==> src/hw/rtl/vm_pkg.sv <==
package vm_pkg;

  // Component width in use; inputs arrive on full-width ports and only the
  // low COMPONENT_WIDTH bits take part (the top one is the sign).
  localparam int COMPONENT_WIDTH = 32;
  localparam int IN_W            = 32;
  localparam int MAG_W           = 31;
  localparam int RAD_W           = 2 * COMPONENT_WIDTH;
  localparam int ROOT_W          = COMPONENT_WIDTH;

  // Two digit steps per root stage.
  localparam int STEPS_PER_STAGE = 2;
  localparam int SQRT_STAGES     = (ROOT_W + STEPS_PER_STAGE - 1) / STEPS_PER_STAGE;

  localparam logic [MAG_W-1:0] MAG_LIMIT =
    MAG_W'((64'd1 << (COMPONENT_WIDTH - 1)) - 64'd1);

  typedef logic [COMPONENT_WIDTH-1:0] comp_t;
  typedef logic [RAD_W-1:0]           rad_t;
  typedef logic [ROOT_W-1:0]          root_t;

  typedef struct packed {
    rad_t rem;
    rad_t acc;
  } sqrt_state_t;

  // Absolute value of a two's complement component, as unsigned.
  function automatic comp_t comp_abs(input comp_t raw);
    comp_t neg;
    neg = comp_t'(~raw + comp_t'(1));
    return raw[COMPONENT_WIDTH-1] ? neg : raw;
  endfunction

  // One restoring digit step; step 0 uses the highest digit weight.
  function automatic sqrt_state_t sqrt_digit(input sqrt_state_t cur, input int step);
    rad_t              wt;
    logic [RAD_W:0]    trial;
    sqrt_state_t       nxt;
    wt    = rad_t'(1) << (2 * (ROOT_W - 1 - step));
    trial = {1'b0, cur.acc} + {1'b0, wt};
    if ({1'b0, cur.rem} >= trial) begin
      nxt.rem = cur.rem - trial[RAD_W-1:0];
      nxt.acc = (cur.acc >> 1) + wt;
    end else begin
      nxt.rem = cur.rem;
      nxt.acc = cur.acc >> 1;
    end
    return nxt;
  endfunction

endpackage

==> src/hw/rtl/vm_sqrt.sv <==
module vm_sqrt (
  input  logic           clk_i,
  input  logic           rst_ni,
  input  logic           en_i,
  input  logic           valid_i,
  input  vm_pkg::rad_t   rad_i,
  output logic           valid_o,
  output vm_pkg::root_t  root_o
);

  localparam int N = vm_pkg::SQRT_STAGES;

  vm_pkg::sqrt_state_t stage_in [N];
  vm_pkg::sqrt_state_t stage_d  [N];
  vm_pkg::sqrt_state_t stage_q  [N];
  logic [N-1:0]        valid_q;

  always_comb begin
    stage_in[0].rem = rad_i;
    stage_in[0].acc = '0;
    for (int s = 1; s < N; s++) begin
      stage_in[s] = stage_q[s-1];
    end
  end

  // Each stage retires up to two digits; the last one may carry fewer.
  always_comb begin
    for (int s = 0; s < N; s++) begin
      stage_d[s] = stage_in[s];
      for (int j = 0; j < vm_pkg::STEPS_PER_STAGE; j++) begin
        if (s * vm_pkg::STEPS_PER_STAGE + j < vm_pkg::ROOT_W) begin
          stage_d[s] = vm_pkg::sqrt_digit(stage_d[s], s * vm_pkg::STEPS_PER_STAGE + j);
        end
      end
    end
  end

  always_ff @(posedge clk_i) begin
    if (en_i) begin
      for (int s = 0; s < N; s++) begin
        stage_q[s] <= stage_d[s];
      end
    end
  end

  always_ff @(posedge clk_i or negedge rst_ni) begin
    if (!rst_ni) begin
      valid_q <= '0;
    end else if (en_i) begin
      valid_q <= {valid_q[N-2:0], valid_i};
    end
  end

  assign valid_o = valid_q[N-1];
  assign root_o  = stage_q[N-1].acc[vm_pkg::ROOT_W-1:0];

endmodule

==> config.mk <==
export PLATFORM = sky130hd
export DESIGN_NAME = vm_sqrt
export DESIGN_NICKNAME = d
export VERILOG_FILES = /design/src/hw/rtl/vm_pkg.sv /design/src/hw/rtl/vm_sqrt.sv
export SDC_FILE = /design/constraint.sdc
export NUM_CORES = 2
export LEC_CHECK = 0
export BUFFER_PORTS_ARGS = -buffer_cell sky130_fd_sc_hd__buf_2
export CORE_ASPECT_RATIO = 0.8
export CORE_MARGIN = 1
export CORE_UTILIZATION = 45
export CTS_BUF_LIST = sky130_fd_sc_hd__clkbuf_2 sky130_fd_sc_hd__clkbuf_4 sky130_fd_sc_hd__clkbuf_8
export CTS_CLUSTER_SIZE = 14
export DETAILED_ROUTE_END_ITERATION = 7
export PLACE_DENSITY = 0.59
export SLEW_MARGIN = 25
export SYNTH_ARGS = -nofsm -noshare
export SYNTH_HDL_FRONTEND = slang
export SYNTH_SLANG_ARGS = --single-unit
==> constraint.sdc <==
create_clock -name clk_i -period 8.3 [get_ports clk_i]
set_input_delay 1.245 -clock clk_i [delete_from_list [all_inputs] [get_ports clk_i]]
set_output_delay 1.245 -clock clk_i [all_outputs]
set_load 0.02 [all_outputs]
## Word level (Yosys, flattened, before mapping)

Memory sizes are Yosys's and may differ from the RTL's.
Index checks and enable logic that the tools add are counted.

| storage, ports and cells | value |
|---|---|
| flip-flop bits (word level) | 16 |
| memory bits (writable) | 2048 |
| memories kept | 1 |

Memories:

| name | depth | width | rd ports | clocked after Yosys merged registers in | wr ports | RTL line | source |
|---|---|---|---|---|---|---|---|
| stage_q | 16 | 128 | 16 | 0 | 16 | vm_sqrt.sv:15 | `vm_pkg::sqrt_state_t stage_q [N];` |

| cells by class | value |
|---|---|
| add/subtract/negate cells | 94 |
| $lt $le $gt $ge | 32 |
| mux-type cells | 34 |

Operators by type and width:

| kind | count |
|---|---|
| two-way mux 128 bit | 32 |
| greater-or-equal comparator 64 x 65 -> 1 bit | 31 |
| subtractor 64 bit | 31 |
| adder 64 x 1 -> 65 bit, second input constant | 1 |
| adder 64 x 11 -> 65 bit, second input constant | 1 |
| adder 64 x 13 -> 65 bit, second input constant | 1 |
| adder 64 x 15 -> 65 bit, second input constant | 1 |
| adder 64 x 17 -> 65 bit, second input constant | 1 |
| adder 64 x 19 -> 65 bit, second input constant | 1 |
| adder 64 x 21 -> 65 bit, second input constant | 1 |
| adder 64 x 23 -> 65 bit, second input constant | 1 |
| adder 64 x 25 -> 65 bit, second input constant | 1 |
| adder 64 x 27 -> 65 bit, second input constant | 1 |
| adder 64 x 29 -> 65 bit, second input constant | 1 |
| adder 64 x 3 -> 65 bit, second input constant | 1 |
| adder 64 x 31 -> 65 bit, second input constant | 1 |
| adder 64 x 33 -> 65 bit, second input constant | 1 |
| adder 64 x 35 -> 65 bit, second input constant | 1 |
| adder 64 x 37 -> 65 bit, second input constant | 1 |
| adder 64 x 39 -> 65 bit, second input constant | 1 |
| adder 64 x 41 -> 65 bit, second input constant | 1 |
| adder 64 x 43 -> 65 bit, second input constant | 1 |
| adder 64 x 45 -> 65 bit, second input constant | 1 |
| adder 64 x 47 -> 65 bit, second input constant | 1 |
| other kinds (44) | 45 |

## Depth between registers and ports, before layout

An unclocked memory read counts as a cell.

| depth | value |
|---|---|
| word-level depth | 7 |
| gate-level depth with buffers | 32 |
| mapped depth without buffers | 26 |

## Worst setup path before layout

No wires, ideal clock.

| path | value |
|---|---|
| kind | register -> register |
| start | mem stage_q[1][612] in the netlist's numbering |
| end | mem stage_q[1][755] in the netlist's numbering, data pin |
| data arrival time | 6.419 ns |
| required time | 8.035 ns |
| path slack | 1.616 ns |
| stages on the path, launching flop included | 30 |
| period minus slack after synthesis | 6.684 ns |
| cells stage by stage | edfxtp_1 ha_1 buf_2 a21oi_1 o21ai_1 or3b_1 a2111o_1 or2_1 buf_4 inv_2 buf_4 buf_2 buf_1 o21ai_0 ha_1 nand2_1 or3_1 or4_1 or4b_2 a311oi_1 o21ai_0 nand4_1 nor3_2 and4_1 buf_2 inv_2 and2_1 buf_2 nand4_1 xor2_1 |

RTL lines:

| what | RTL line |
|---|---|
| from (decl) | vm_sqrt.sv:15 |

==> results.ini <==
[synth]
syn-num-nets = 9275
synth_most_common_cell = edfxtp_1
synth_flop_cell = edfxtp_1
yosys.cell_types.count = 115
synth_fa_ha_area_share_pct = 8.42
syn_inst = 8636
synthTopCellsByArea = edfxtp_1 44%, ha_1 8.4%, xnor2_1 5.4%, a21oi_1 4.1%, nand2_1 3.3%
synthSimpleGateAreaFrac_pct = 18.4
synth_area_leader_cell = edfxtp_1
ys_seq_elements = 1248
synth_compound_area_share_pct = 15.7
synthesis.area_um2 = 84900
synth-async-reset-ratio_pct = 1.28
synthMuxAreaShare_pct = 1.67
netlist.area_leader.share_pct = 43.6
synth_warnings = 0
synth_edf_count = 1232
synth-xor-area-share_pct = 8.48
syn_area_per_cell_um2 = 9.83
synth_top_family_by_area = simple AND/OR/NAND/NOR gates
synth_seq_area_share_pct = 44.1
ys_top_cells_by_count = 1232 x edfxtp_1, 737 x nand2_1, 706 x nor2_1, 688 x a21oi_1, 571 x ha_1

[critical_path]
endpoint = stage_q[1][752]
critical_path_class = reg -> reg
end_kind = flop
reg2reg_from = stage_q[1][547]
critPathMaxFanout = 42
worstPathRequired_ns = 8.96
r2r-end = stage_q[1][752]
start_kind = flop
critPathArrivalTime_ns = 8.37
reg2regPathDepth = 24
r2r_slack_ns = 0.59
worstSetupStartpoint = stage_q[1][547]

[pwr]
sw_frac_of_total_pct = 41.3
power_frac_comb_pct = 47.1
power.net_switching_mw = 12.2
p_int_mw = 17.3
power_frac_seq_pct = 32.6
p_leak_nw = 35.7
peakVddDrop_mv = 0.175
power_mw = 29.5
power_density_nw_per_um2 = 318
p_clk_share_pct = 20.4

[global_routing]
first_global_vias = 63300
grt_overflow_total = 0
grt_max_degree = 155
grt_pass1_wl_um = 376000
track_usage_pct = 25.5
antenna_found_initial = 12

[cts]
clkTransAtPathRegs_ns = 0.06
h-tree-depth = 4
postCtsSetupBuffers = 0
cts-root-buf = clkbuf_8
cts.sinks = 1248
cts_tree = built
worstSkewPairLatency_ns = 0.94
numCtsBuffers = 206
clockBufferDepth = 3

[detailed_routing]
wl_per_cell_um = 21.8
dr.pass1.iters = 6
drtIter0Drc = 6422
drc = 0
ant_nets = 0
vias = 68000
wl_um = 250000
via_per_inst = 5.93

[sta]
fin_worst_skew_ns = 0.0622
setup_viol = 0
fmax_mhz = 130
finalCritPeriodShare_pct = 92.9
slew_violations = 0
rsz0062_at_grt = false
setup_tns_ns = 0
hold_violations = 0
period_minus_slack_ns = 7.71
worst_pin_slew_ns = 0.984
max_slew_margin_pct = 33.7

[run_status]
status = finished, final reports clean

[die]
chipWidth_um = 488
ios = 101
die-area_um2 = 190000
chipHeight_um = 390
coreArea_um2 = 187000
start_util_pct = 45.3
num_rows = 142

[placement]
io_buffers = 100
dp_hpwl_um = 196000
routabilityCongestion = 0.947
place_area_um2 = 88200

[cells_and_area]
fin_util_pct = 49.6
fin_area_um2 = 92800
fin_nets = 9406
drive_gt1_share_pct = 8.41
area_growth_syn_to_layout_pct = 9.32

[job]
max_cap_violations = 0

[hold_path]
hold_path.class = in -> async

[power by group through the flow]
stage               clock, mW  sequential (mW)  combinational [mW]
floorplan                   0             9.15                10.4
global placement            0             9.70                13.5
detailed placement          0             9.70                13.5
CTS                      6.21             9.58                13.6
global route             6.48             9.70                15.2
finish                   6.01             9.60                13.9
[cell families after synthesis]
family,Yosys count
AO/OA/AOI/OAI,2091
XOR/XNOR,821
adder cells (fa/ha/maj),571
buffers and inverters,732
flip-flops,1248
multiplexers,128
AND/OR/NAND/NOR,3045
[worst min path at each step]
stage,start,endpoint,slack [ns]
2_1_floorplan,stage_q[1][579],stage_q[1][707],0.42
3_3_place_gp,stage_q[1][324],stage_q[1][452],0.43
3_5_place_dp,stage_q[1][580],stage_q[1][708],0.43
4_1_cts,rst_ni,valid_q[15],0.11
5_1_grt,rst_ni,valid_q[15],0.15
6_report,rst_ni,valid_q[15],0.22
[timing repair]
item / in CTS / in global routing
resized for setup: 0 / 1
endpoints found under the setup margin: 0 / 5
hold buffers: 0 / 0
[through the flow]
step / setup slack [ns] / instances / hold slack, ns
floorplan: 1.62 / 8636 / 0.417
global placement: 0.746 / 11100 / 0.430
detailed placement: 0.491 / 11100 / 0.432
CTS: 0.465 / 11500 / 0.112
global route: 0.121 / 11500 / 0.153
finish: 0.593 / 11500 / 0.222
[cell type report]
type	instances	area (um2)
multi-input cells	6656	44700
inverters	482	1810
clock inverters	120	1340
well taps	2520	3150
flip-flops and latches	1248	37400
diodes	5	12.5
clock buffers	255	3220
repair buffers	173	1150
fillers	17400	94500
[per-layer routing]
layer	global-route usage (%)	routed length [um]	vias to the layer above
met5	0	52	-
li1	-	-	32500
met3	5.22	19200	335
met1	37.0	116000	32700
met2	38.4	108000	2345
met4	6.36	5640	8
[state kept, by name, summed over array words and instances (netlist names)]
signal,flops
valid_q,16
stage_q,1232
[worst max-delay path: stages (launching register included)]
cell      delay (ns)
edfxtp_1        0.36
inv_1           0.07
ha_1            0.43
nand4_1         0.34
or4_1           0.66
nor4_1          0.37
a2111o_1        0.43
or2_1           0.31
inv_2           0.14
nand2_1         0.08
o21ai_0         0.10
ha_1            0.39
nand2_1         0.11
or3_1           0.39
or4_1           0.50
or4b_2          0.68
a311oi_2        0.46
o21ai_0         0.22
nand4_1         0.24
nor3_2          0.07
and4_1          0.20
buf_4           0.27
nor4b_1         0.29
nand4_1         0.15
xor2_1          0.18
[cells in the final DEF, fill, tap and decap left out, types with 58 or more instances in the layout]
cell	n
edfxtp_1	1232
nand2_1	737
nor2_1	706
a21oi_1	688
ha_1	571
xnor2_1	520
inv_1	469
o21ai_0	438
xor2_1	300
a21o_1	253
nor4_1	233
nor3_1	231
clkbuf_8	209
nand3_1	192
nand4_1	180
mux2_2	101
buf_2	99
or3_1	95
and3_1	92
o21a_1	86
nand2b_1	86
nor2b_1	84
or4_1	70
o21bai_1	68
o31ai_1	67
a31oi_1	66
buf_4	66
and2_1	62
clkinv_1	58
Note: power is estimated with default switching activity, not from simulation.
