===== src/hw/rtl/vm_pkg.sv =====
package vm_pkg;

  // Component width in use; inputs arrive on full-width ports and only the
  // low COMPONENT_WIDTH bits take part (the top one is the sign).
  localparam int COMPONENT_WIDTH = 32;
  localparam int IN_W            = 32;
  localparam int MAG_W           = 31;
  localparam int RAD_W           = 2 * COMPONENT_WIDTH;
  localparam int ROOT_W          = COMPONENT_WIDTH;

  // Two digit steps per root stage.
  localparam int STEPS_PER_STAGE = 2;
  localparam int SQRT_STAGES     = (ROOT_W + STEPS_PER_STAGE - 1) / STEPS_PER_STAGE;

  localparam logic [MAG_W-1:0] MAG_LIMIT =
    MAG_W'((64'd1 << (COMPONENT_WIDTH - 1)) - 64'd1);

  typedef logic [COMPONENT_WIDTH-1:0] comp_t;
  typedef logic [RAD_W-1:0]           rad_t;
  typedef logic [ROOT_W-1:0]          root_t;

  typedef struct packed {
    rad_t rem;
    rad_t acc;
  } sqrt_state_t;

  // Absolute value of a two's complement component, as unsigned.
  function automatic comp_t comp_abs(input comp_t raw);
    comp_t neg;
    neg = comp_t'(~raw + comp_t'(1));
    return raw[COMPONENT_WIDTH-1] ? neg : raw;
  endfunction

  // One restoring digit step; step 0 uses the highest digit weight.
  function automatic sqrt_state_t sqrt_digit(input sqrt_state_t cur, input int step);
    rad_t              wt;
    logic [RAD_W:0]    trial;
    sqrt_state_t       nxt;
    wt    = rad_t'(1) << (2 * (ROOT_W - 1 - step));
    trial = {1'b0, cur.acc} + {1'b0, wt};
    if ({1'b0, cur.rem} >= trial) begin
      nxt.rem = cur.rem - trial[RAD_W-1:0];
      nxt.acc = (cur.acc >> 1) + wt;
    end else begin
      nxt.rem = cur.rem;
      nxt.acc = cur.acc >> 1;
    end
    return nxt;
  endfunction

endpackage


===== src/hw/rtl/vm_outbuf.sv =====
module vm_outbuf (
  input  logic                     clk_i,
  input  logic                     rst_ni,
  input  logic                     push_i,
  input  logic [vm_pkg::MAG_W-1:0] magnitude_i,
  input  logic                     saturated_i,
  input  logic                     stall_i,
  output logic                     valid_o,
  output logic [vm_pkg::MAG_W-1:0] magnitude_o,
  output logic                     saturated_o,
  output logic                     full_o
);

  logic                     out_valid_q, out_valid_d;
  logic [vm_pkg::MAG_W-1:0] out_mag_q, out_mag_d;
  logic                     out_sat_q, out_sat_d;
  logic                     skid_valid_q, skid_valid_d;
  logic [vm_pkg::MAG_W-1:0] skid_mag_q, skid_mag_d;
  logic                     skid_sat_q, skid_sat_d;
  logic                     take;

  assign take = out_valid_q && !stall_i;

  // Push only arrives while the skid slot is empty.
  always_comb begin
    out_valid_d  = out_valid_q;
    out_mag_d    = out_mag_q;
    out_sat_d    = out_sat_q;
    skid_valid_d = skid_valid_q;
    skid_mag_d   = skid_mag_q;
    skid_sat_d   = skid_sat_q;
    if (skid_valid_q) begin
      if (take) begin
        out_mag_d    = skid_mag_q;
        out_sat_d    = skid_sat_q;
        skid_valid_d = 1'b0;
      end
    end else if (push_i) begin
      if (!out_valid_q || take) begin
        out_valid_d = 1'b1;
        out_mag_d   = magnitude_i;
        out_sat_d   = saturated_i;
      end else begin
        skid_valid_d = 1'b1;
        skid_mag_d   = magnitude_i;
        skid_sat_d   = saturated_i;
      end
    end else if (take) begin
      out_valid_d = 1'b0;
    end
  end

  always_ff @(posedge clk_i or negedge rst_ni) begin
    if (!rst_ni) begin
      out_valid_q  <= 1'b0;
      skid_valid_q <= 1'b0;
    end else begin
      out_valid_q  <= out_valid_d;
      skid_valid_q <= skid_valid_d;
    end
  end

  always_ff @(posedge clk_i) begin
    out_mag_q  <= out_mag_d;
    out_sat_q  <= out_sat_d;
    skid_mag_q <= skid_mag_d;
    skid_sat_q <= skid_sat_d;
  end

  assign valid_o     = out_valid_q;
  assign magnitude_o = out_mag_q;
  assign saturated_o = out_sat_q;
  assign full_o      = skid_valid_q;

endmodule


===== config.mk =====
export PLATFORM = sky130hd
export DESIGN_NAME = vm_outbuf
export DESIGN_NICKNAME = d
export VERILOG_FILES = /design/src/hw/rtl/vm_pkg.sv /design/src/hw/rtl/vm_outbuf.sv
export SDC_FILE = /design/constraint.sdc
export NUM_CORES = 1
export LEC_CHECK = 0
export ABC_AREA = 0
export BUFFER_PORTS_ARGS = -buffer_cell sky130_fd_sc_hd__buf_2
export CAP_MARGIN = 40
export CORE_UTILIZATION = 35
export CTS_CLUSTER_DIAMETER = 50
export DETAILED_ROUTE_END_ITERATION = 16
export PLACE_DENSITY = 0.65
export SYNTH_ARGS = -nofsm -noshare
export SYNTH_HDL_FRONTEND = slang
export SYNTH_SLANG_ARGS = --single-unit

===== constraint.sdc =====
create_clock -name clk_i -period 4.7 [get_ports clk_i]
set_input_delay 0.705 -clock clk_i [delete_from_list [all_inputs] [get_ports clk_i]]
set_output_delay 0.705 -clock clk_i [all_outputs]
set_load 0.05 [all_outputs]

# Word level (Yosys, flattened, before mapping)
# Index checks and enable logic that the tools add are counted.
[word_totals] wordCells=35 output_inout_bits=34 register_bits=66
[classes] n_reduce_logical=10 n_bitwise=2 mux=15 eq_ne=2
[ops] op="$mux W31" n=4
[ops] op="$mux W1" n=11
[ops] op="$reduce_and A3 Y1" n=3
[ops] op="$reduce_bool A2 Y1" n=3
[ops] op="$ne A2 B1 Y1 const B" n=2
[ops] op="$logic_not A1 Y1" n=2
[ops] op="$not A1 Y1" n=2
[ops] op="$logic_and A1 B1 Y1" n=1
[ops] op="$logic_or A1 B1 Y1" n=1

# Longest topological paths before layout
# Gate-level depths: netlist of run 1.
[depth] word_depth=6 depth_mapped=4

# Least setup slack after synthesis of run 1
# No wires, ideal clock.
[synth_timing] kind="register to register" from="reg skid_valid_q, in the netlist full_o" to="reg out_mag_q, in the netlist magnitude_o[0] (enable)" setup_time_ps=470 synth_period_minus_slack_ps=3874 arrival_ps=3403 stages_incl_launch_ff=5 required_ps=4230 setup_slack_ps=826 cell_sequence="dfrtp_1 -> buf_6 -> buf_8 -> nand2_1 -> a21boi_0"
[synth_via] elab_chain_cells=2 word_cells_on_any_way=4
[synth_lines] element="start, declared" line_no="vm_outbuf.sv:17" text="logic skid_valid_q, skid_valid_d;"
[synth_lines] element="start signal, assigned" line_no="vm_outbuf.sv:59" text="skid_valid_q <= skid_valid_d;"
[synth_lines] element="$ne A2 B1 Y1 (no line) / $reduce_bool A2 Y1 (equally long branches)"
[synth_lines] element="$reduce_and A3 Y1 (no line) *"
[synth_lines] element="end signal, assigned" line_no="vm_outbuf.sv:64" text="out_mag_q <= out_mag_d;"
[synth_lines] element="end, declared" line_no="vm_outbuf.sv:15" text="logic [vm_pkg::MAG_W-1:0] out_mag_q, out_mag_d;"
# Mark *: on every way between the ends. The rest lies on a longest branch, timed or not.
# A chain may end at the register's enable or synchronous reset.

# Worst setup path in the final report of run 1
[layout_timing] from="reg skid_valid_q, in the netlist full_o" to="out full_o"
[layout_lines] element="end, declared" line_no="vm_outbuf.sv:11" text="output logic full_o"
# No word-level cell between the ends.

==> impl_metrics.tcl, run 1 <==
set metrics [dict create \
    antenna_found_initial 0 \
    cts_tree "built" \
    routabilityCongestion 0.677 \
    crit_buf_inv 1 \
    hold_slack_ns 0.135 \
    async_flop_share_pct 3.03 \
    clock.fmax_mhz 525 \
    worstSkewPairLatency_ns 0.33 \
    rr_startpoint "full_o" \
    yosys-top-cells-count "edfxtp_1 (64), mux2_4 (27), mux2_2 (5)" \
    core-area_um2 6910 \
    grt_pass1_vias 1170 \
    yosysWarningCount 0 \
    crit_path_end_kind "primary output" \
    via_per_inst 4.17 \
    fin_skew_ns 0.00639 \
    h-tree-depth 3 \
    rr_worst_depth 3 \
    critPathLaunchType "flop" \
    cp_data_arrival_time_ns 1.20 \
    post_cts_buffers 0 \
    vias 1219 \
    rows 30 \
    required_ns 3.99 \
    finalHoldViolCount 0 \
    path_cells "buf_2" \
    crit_slowest_cell "dfrtp_2" \
    yosysTopAreaCell "edfxtp_1" \
    slowest_delay_ns 0.54 \
    powerDensity_nw_per_um2 717 \
    yosysSeqAreaShare_pct 77.4 \
    status "complete, no violations" \
    synthCells 112 \
    avgSynthCellArea_um2 22.7 \
    finalCritPeriodShare_pct 40.5 \
    ir_worst_vdd_v 0.000468 \
    crit_type "reg2out" \
    grt_pass1_wl_mm 6.00 \
    wl_mm 4.01 \
    grt_usage_pct 11.4 \
    tightest_slew_ns 0.510 \
    postCtsHoldBufs 0 \
    io_buffers 69 \
    cts_sinks 66 \
    r2r_slack_ns 2.93 \
    gr-total-overflow 0 \
    p_leak_nw 1.29 \
    synth_flop_cell "edfxtp_1" \
    die_height_um 87.3 \
    ios 70 \
    ys_seq_elements 66 \
    n_fill_cell 616 \
    syn_area_um2 2550 \
    synth_top_area_share_pct 75.4 \
    ant_nets 0 \
    dr.pass1.iters 4 \
    min_period_ns 1.90 \
    hold_path.class "in2async" \
    grt_max_degree 27 \
    synth.area.top_cells "edfxtp_1 (75%), mux2_4 (16%), mux2_2 (2.2%), dfrtp_1 (2.0%), buf_12 (1.6%)" \
    crit_fanout 12 \
    setup_viol_count_final 0 \
    start_util_pct 36.9 \
    drv_cap 0 \
    die_area_um2 7620 \
    drt_iter0_drc 85 \
    drive_gt1_share_pct 62.8 \
    fp.dieW_um 87.3 \
    synth_edf_count 64 \
    r2r-end "skid_mag_q[11]" \
    synth_nets 148 \
    antenna_cells 0 \
    ys_types 14 \
    cts.repair.resized 0 \
    final_nets 227 \
    path_clk_slew_ns 0.07 \
    post-synth-top-count-cell "edfxtp_1" \
    slew_violations 0 \
    cp_top_family "flip-flops" \
    drc_errors 0 \
    rsz0062_at_grt "no" \
    slew_headroom_pct 65.9 \
    cts_inserted_buffers 9 \
    areaGrowthSynthToFinish_pct 27.7 \
    dp_hpwl_mm 2.79 \
    routedWlPerCell_um 13.7 \
    root_buffer "clkbuf_8" \
    fin_setup_tns_ns 0 \
    clk_path_buf_depth 2 \
]
state kept, by name, indices dropped and copies added (netlist names):
register and count:
valid_o 1, saturated_o 1, magnitude_o 31, full_o 1, skid_sat_q 1, skid_mag_q 31
through the flow:
step | area (um^2) | cells | power [mW] | setup slack (ns) | utilization, %
floorplan | 2550 | 112 | 1.68 | 0.826 | -
global placement | 2970 | 273 | 1.80 | 2.12 | 43.0
detailed placement | 3030 | 276 | 1.85 | 2.76 | 43.9
CTS | 3250 | 292 | 2.36 | 2.76 | 47.1
global route | 3250 | 292 | 2.43 | 2.73 | 47.1
finish | 3250 | 292 | 2.33 | 2.80 | 47.1
routing by layer:
metal,vias up,part of all wire [%],track usage (%)
li1,597,-,-
met1,560,43,13.2
met2,54,48,17.2
met3,8,6.8,6.92
met4,0,1.7,4.47
met5,-,0,0
layout by cell type (no fill, tap or decap), drive strengths merged:
master,count
inv,1
edfxtp,64
a21boi,1
nor2,1
a21oi,2
buf,72
clkinvlp,2
nand2,3
dfrtp,2
mux2,32
o21ai,1
clkbuf,9
clkinv,3
bufinv,2
nand2b,1
worst max path at each step:
stage / end / cells after the start / start
finish: full_o / 1 / full_o
global route: full_o / 1 / full_o
CTS: full_o / 1 / full_o
detailed placement: skid_mag_q[7] / 4 / push_i
global placement: magnitude_o[13] / 2 / full_o
floorplan: magnitude_o[0] / 4 / full_o
power breakdown:
group	leakage [nW]	switching [mW]	internal, mW
Sequential	0.618	0.0587	0.857
Combinational	0.568	0.620	0.291
Clock	0.105	0.210	0.297
cell families (layout without fill, tap and decap cells):
kind of cell / count (synthesis) / in the layout / share of synthesized area (%)
AO/OA/AOI/OAI: 4 / 4 / 0.884
buffers and inverters: 5 / 89 / 2.75
flip-flops: 66 / 66 / 77.4
multiplexers: 32 / 32 / 18.1
AND/OR/NAND/NOR: 5 / 5 / 0.835
final cells by class:
| cell class | instances | area (um^2) | area share (%) |
|---|---|---|---|
| sequential | 66 | 1970 | 60.7 |
| multi-input combinational | 41 | 524 | 16.1 |
| timing repair buffer | 72 | 413 | 12.7 |
| clock buffer | 9 | 124 | 3.81 |
| tap | 96 | 120 | 3.69 |
| clock inverter | 7 | 93.8 | 2.89 |
| inverter | 1 | 3.75 | 0.115 |
Note: power is estimated with default switching activity, not from simulation.
==> run 2: changes to the inputs <==
--- a/config.mk
+++ b/config.mk
@@ -5,13 +5,13 @@
 export SDC_FILE = /design/constraint.sdc
 export NUM_CORES = 1
 export LEC_CHECK = 0
-export ABC_AREA = 0
+export ABC_AREA = 1
 export BUFFER_PORTS_ARGS = -buffer_cell sky130_fd_sc_hd__buf_2
 export CAP_MARGIN = 40
 export CORE_UTILIZATION = 35
 export CTS_CLUSTER_DIAMETER = 50
 export DETAILED_ROUTE_END_ITERATION = 16
-export PLACE_DENSITY = 0.65
+export PLACE_DENSITY = 0.68
 export SYNTH_ARGS = -nofsm -noshare
 export SYNTH_HDL_FRONTEND = slang
 export SYNTH_SLANG_ARGS = --single-unit
==> constraint.sdc (replaced) <==
create_clock -name clk_i -period 1.65 [get_ports clk_i]
set_input_delay 0.2475 -clock clk_i [delete_from_list [all_inputs] [get_ports clk_i]]
set_output_delay 0.2475 -clock clk_i [all_outputs]
set_load 0.05 [all_outputs]
==> run 2 against run 1 <==
Compared with the run above: die area decreased by 2.9%; synthesized cell count up 68%; worst hold slack worse by 0.030 ns; worst setup slack lost 2.7 ns; total power grew to 2.8 times the previous value; via count grew 26%; combinational power grew to 2.8 times the previous value; clock-buffer cell count increased by 1; critical path depth is 1 higher; final area is 2.7% lower; register-to-register slack lost 2.7 ns.
==> impl_metrics.tcl, run 2 <==
set metrics [dict create \
    status "complete, no violations" \
    dp_hpwl_mm 3.15 \
    power_mw 6.53 \
    critPathLaunchType "flop" \
    hold_path_startpoint "magnitude_i[18]" \
    io_buffers 69 \
    root_buffer "clkbuf_8" \
    synthSimpleGateAreaFrac_pct 16.6 \
    yosysWarningCount 0 \
    h-tree-depth 3 \
    cp_top_family "buffers and inverters" \
    drc_errors 0 \
    cts.repair.resized 0 \
    ios 70 \
    vias 1535 \
    drt_iter0_drc 68 \
    core-area_um2 6790 \
    cts_inserted_buffers 9 \
    post-synth-top-count-cell "nand2_1" \
    start_util_pct 36.4 \
    fin_cells 367 \
    crit_fanout 20 \
    setup_viol_count_final 0 \
    grt_usage_pct 13.1 \
    final_cell_mix "nand2_1 (103), buf_2 (69), edfxtp_1 (64)" \
    syn_area_um2 2470 \
    synth_flop_cell "edfxtp_1" \
    finalHoldViolCount 0 \
    dr.pass1.iters 4 \
    ant_nets 0 \
    worstSkewPairLatency_ns 0.33 \
    antenna_cells 0 \
    crit_type "reg2out" \
    yosysTopAreaCell "edfxtp_1" \
    routabilityCongestion 0.628 \
    wl_mm 4.52 \
    yosys-top-cells-count "nand2_1 (105), edfxtp_1 (64), inv_1 (6)" \
    synth.area.top_cells "edfxtp_1 (78%), nand2_1 (16%), dfrtp_1 (2.0%), buf_4 (1.2%), buf_6 (0.91%)" \
    die_height_um 86.0 \
    final_nets 304 \
    crit_buf_inv 2 \
    slowest_delay_ns 0.43 \
    synthXorXnorAreaFrac_pct 0 \
    via_per_inst 4.18 \
    p_leak_nw 1.38 \
    path_clk_slew_ns 0.07 \
    synth.area.mux_share_pct 0 \
    hold_path_depth 1 \
    ys_seq_elements 66 \
    gr-total-overflow 0 \
    ys_types 9 \
    required_ns 1.40 \
    synth_nets 224 \
    grt_max_degree 30 \
    synth_top_family_by_area "simple AND/OR/NAND/NOR gates" \
    dpl.cell_count 352 \
    tightest_slew_ns 0.265 \
    crit_slowest_cell "dfrtp_2" \
    clk_path_buf_depth 2 \
    n_fill_cell 631 \
    slew_headroom_pct 82.4 \
    synth_edf_count 64 \
    synthCells 188 \
    synth_compound_area_share_pct 0 \
    slew_violations 0 \
    yosys.area_share.adder_pct 0 \
    clock.fmax_mhz 637 \
    cts_sinks 66 \
    hold_end "skid_mag_q[18]" \
    fp.dieW_um 86.0 \
    r2r_slack_ns 0.21 \
    avgSynthCellArea_um2 13.1 \
    grt_pass1_vias 1488 \
    ir_worst_vdd_v 0.000855 \
    path_cells "buf_4, buf_2" \
    rr_startpoint "valid_o" \
    grt_pass1_wl_mm 7.08 \
    layout_commonest_cell "nand2_1" \
    hold_path.class "in2reg" \
    drive_gt1_share_pct 34.3 \
    die_area_um2 7400 \
    yosysSeqAreaShare_pct 79.8 \
    hold_slack_ns 0.106 \
    finalCritPeriodShare_pct 95.1 \
    post_cts_buffers 0 \
    r2r-end "skid_mag_q[0]" \
    powerDensity_nw_per_um2 2060 \
    antenna_found_initial 0 \
    cts_tree "built" \
    routedWlPerCell_um 12.3 \
    synth_top_area_share_pct 77.8 \
    areaGrowthSynthToFinish_pct 28.1 \
    drv_cap 0 \
    rr_worst_depth 5 \
    rows 30 \
    postCtsHoldBufs 1 \
    crit_path_end_kind "primary output" \
    async_flop_share_pct 3.03 \
    cp_data_arrival_time_ns 1.32 \
    min_period_ns 1.57 \
    fin_skew_ns 0.00635 \
    rsz0062_at_grt "no" \
]
run 2: changes by cell type after synthesis, sizes merged, moves of 2 or more:
| cell | delta |
|---|---|
| buf | +2 |
| nand2 | +102 |
| a21oi | -2 |
| nor2 | +2 |
| mux2 | -32 |
| inv | +5 |
run 2: cell families (layout without fill, tap and decap cells):
family                 Yosys count  after routing
AND/OR/NAND/NOR                109            109
flip-flops                      66             66
buffers and inverters           13             96
run 2: worst max-delay path by stage:
stage,end,slack (ns),start,cells after the start
after floorplan,magnitude_o[0],-0.05,full_o,4
after global placement,skid_mag_q[10],0.23,valid_o,5
after detailed placement,skid_mag_q[7],0.20,valid_o,5
after CTS,full_o,0.07,full_o,2
after global routing,full_o,0.01,full_o,2
final,full_o,0.08,full_o,2
run 2: power breakdown:
group,internal (mW),switching (mW)
combinational,0.530,2.00
clock,0.827,0.566
sequential,2.48,0.130
run 2: metrics by stage:
step           setup WS, ns  cell area (um^2)  utilization, %  setup TNS (ns)
3_5_place_dp          0.196              2960            43.6               0
2_1_floorplan       -0.0511              2490               -           -2.66
4_1_cts              0.0672              3170            46.6               0
5_1_grt              0.0149              3170            46.6               0
3_3_place_gp          0.232              2960            43.6               0
6_report             0.0806              3170            46.6               0
run 2: layout make-up:
type | instances | area (um^2) | area share (%)
timing repair buffer | 76 | 425 | 13.4
inverter | 6 | 26.3 | 0.830
clock buffer | 10 | 128 | 4.03
tap | 96 | 120 | 3.79
multi-input combinational | 109 | 423 | 13.4
clock inverter | 4 | 68.8 | 2.17
sequential | 66 | 1970 | 62.4
run 2: worst register-to-register path, stage by stage, from the launching register on:
cell and delay, ns:
dfrtp_2 0.43, nand2_1 0.11, inv_1 0.05, nand2_1 0.11, clkinvlp_4 0.24, buf_12 0.24
run 2: layer usage:
metal  wire length [um]  global-route usage (%)  up-vias
li1                   -                       -      780
met1               2030                    16.2      696
met2               2080                    19.6       49
met3                304                    4.72       10
met4                108                    8.18        0
met5                  0                       0        -
==> run 3: changes to the inputs <==
--- a/config.mk
+++ b/config.mk
@@ -8,6 +8,7 @@
 export ABC_AREA = 1
 export BUFFER_PORTS_ARGS = -buffer_cell sky130_fd_sc_hd__buf_2
 export CAP_MARGIN = 40
+export CORE_ASPECT_RATIO = 1.75
 export CORE_UTILIZATION = 35
 export CTS_CLUSTER_DIAMETER = 50
 export DETAILED_ROUTE_END_ITERATION = 16
==> run 3 against run 2 <==
Compared with the run above: clock skew decreased by 0.0020 ns; largest power group unchanged; clock power grew 27%; clock-buffer cell count grew 2.
==> impl_metrics.tcl, run 3 (synthesized netlist as in run 2, its figures left out) <==
set metrics [dict create \
    status "complete, no violations" \
    post_cts_buffers 0 \
    tightest_slew_ns 0.293 \
    crit_path_end_kind "flop" \
    r2r-end "skid_mag_q[6]" \
    antenna_cells 0 \
    wl_mm 4.54 \
    path_clk_slew_ns 0.05 \
    ios 70 \
    cp_data_arrival_time_ns 1.37 \
    vias 1564 \
    min_period_ns 1.37 \
    slew_violations 0 \
    postCtsHoldBufs 1 \
    start_util_pct 36.0 \
    areaGrowthSynthToFinish_pct 30.6 \
    root_buffer "clkbuf_16" \
    powerDensity_nw_per_um2 2140 \
    pre_cts_slack_ns 0.275 \
    core-area_um2 6860 \
    critPathLaunchType "flop" \
    r2r_slack_ns 0.28 \
    cts_sinks 66 \
    via_per_inst 4.37 \
    cts.repair.resized 0 \
    routedWlPerCell_um 12.7 \
    dr.pass1.iters 6 \
    die_area_um2 7410 \
    gr-total-overflow 0 \
    cts_tree "built" \
    crit_type "reg2reg" \
    hold_path.class "in2reg" \
    clk_path_buf_depth 2 \
    cts_inserted_buffers 9 \
    p_leak_nw 1.42 \
    grt_usage_pct 13.9 \
    slew_headroom_pct 80.4 \
    finalCritPeriodShare_pct 83.2 \
    required_ns 1.65 \
    die_height_um 113 \
    n_fill_cell 609 \
    final_nets 305 \
    grt_pass1_wl_mm 7.34 \
    worstSkewPairLatency_ns 0.32 \
    drt_iter0_drc 50 \
    rr_worst_depth 4 \
    ant_nets 0 \
    grt_pass1_vias 1534 \
    final_cell_mix "nand2_1 (103), buf_2 (69), edfxtp_1 (64)" \
    rsz0062_at_grt "no" \
    drv_cap 0 \
    setup_viol_count_final 0 \
    rows 40 \
    h-tree-depth 3 \
    finalHoldViolCount 0 \
    setup_ws_ns 0.276 \
    crit_fanout 20 \
    drive_gt1_share_pct 33.9 \
    hold_slack_ns 0.118 \
    layout_commonest_cell "nand2_1" \
    rr_startpoint "full_o" \
    grt_max_degree 30 \
    fin_setup_tns_ns 0 \
    fin_skew_ns 0.00439 \
    dpl.cell_count 341 \
    drc_errors 0 \
    startpoint "full_o" \
    io_buffers 69 \
    power_mw 6.90 \
    clock.fmax_mhz 728 \
    antenna_found_initial 0 \
    setup.worst_path.end "skid_mag_q[6]" \
    fin_cells 358 \
    routabilityCongestion 0.640 \
    fp.dieW_um 65.5 \
    dp_hpwl_mm 3.10 \
    ir_worst_vdd_v 0.000597 \
]
## run 3: cell types whose count changed in the layout (fill, tap and decap cells not counted)
cell       previous run  this run
clkbuf_1              1         3
clkinv_1              1         2
bufinv_16             2         1
buf_12                2         1
clkbuf_16             0         9
clkbuf_8              9         0
buf_4                 4         6
## run 3: final cells by class
type                       count  area [um^2]  area share (%)
sequential                    66         1970            61.2
inverter                       6         26.3           0.814
tap                           84          105            3.26
multi-input combinational    109          423            13.1
timing repair buffer          77          420            13.0
clock buffer                  12          236            7.33
clock inverter                 4         42.5            1.32
## run 3: stage by stage
step | area, um^2 | util (%)
3_5_place_dp | 2940 | 42.9
4_1_cts | 3230 | 47.1
3_3_place_gp | 2940 | 42.9
2_1_floorplan | 2490 | -
6_report | 3230 | 47.1
5_1_grt | 3230 | 47.1
## run 3: worst min path at each step
stage,startpoint,end,slack [ns],cells past startpoint
final,magnitude_i[22],skid_mag_q[22],0.12,1
after global routing,magnitude_i[22],skid_mag_q[22],0.11,1
after CTS,magnitude_i[22],skid_mag_q[22],0.11,1
after detailed placement,rst_ni,full_o,0.04,1
after global placement,rst_ni,valid_o,0.04,1
after floorplan,rst_ni,full_o,-0.05,0
## run 3: worst max-delay path, cell delays in order, from the launching register on
cell,delay [ns]
dfrtp_2,0.46
nor2_1,0.12
nand2_1,0.12
clkinvlp_4,0.09
buf_4,0.26
## run 3: metal layers
metal,vias up,wire [um],global-route usage [%]
met5,-,0,0
met4,0,124,8.70
met3,7,190,3.73
met2,55,2440,22.9
met1,719,1780,15.5
li1,783,-,-
## run 3: power breakdown
| part | leakage (nW) | switching (mW) | internal [mW] | total [mW] |
|---|---|---|---|---|
| clock network | 0.136 | 0.618 | 1.16 | 1.77 |
| registers | 0.625 | 0.137 | 2.48 | 2.62 |
| logic | 0.658 | 1.99 | 0.523 | 2.51 |
| total | 1.42 | 2.74 | 4.16 | 6.90 |
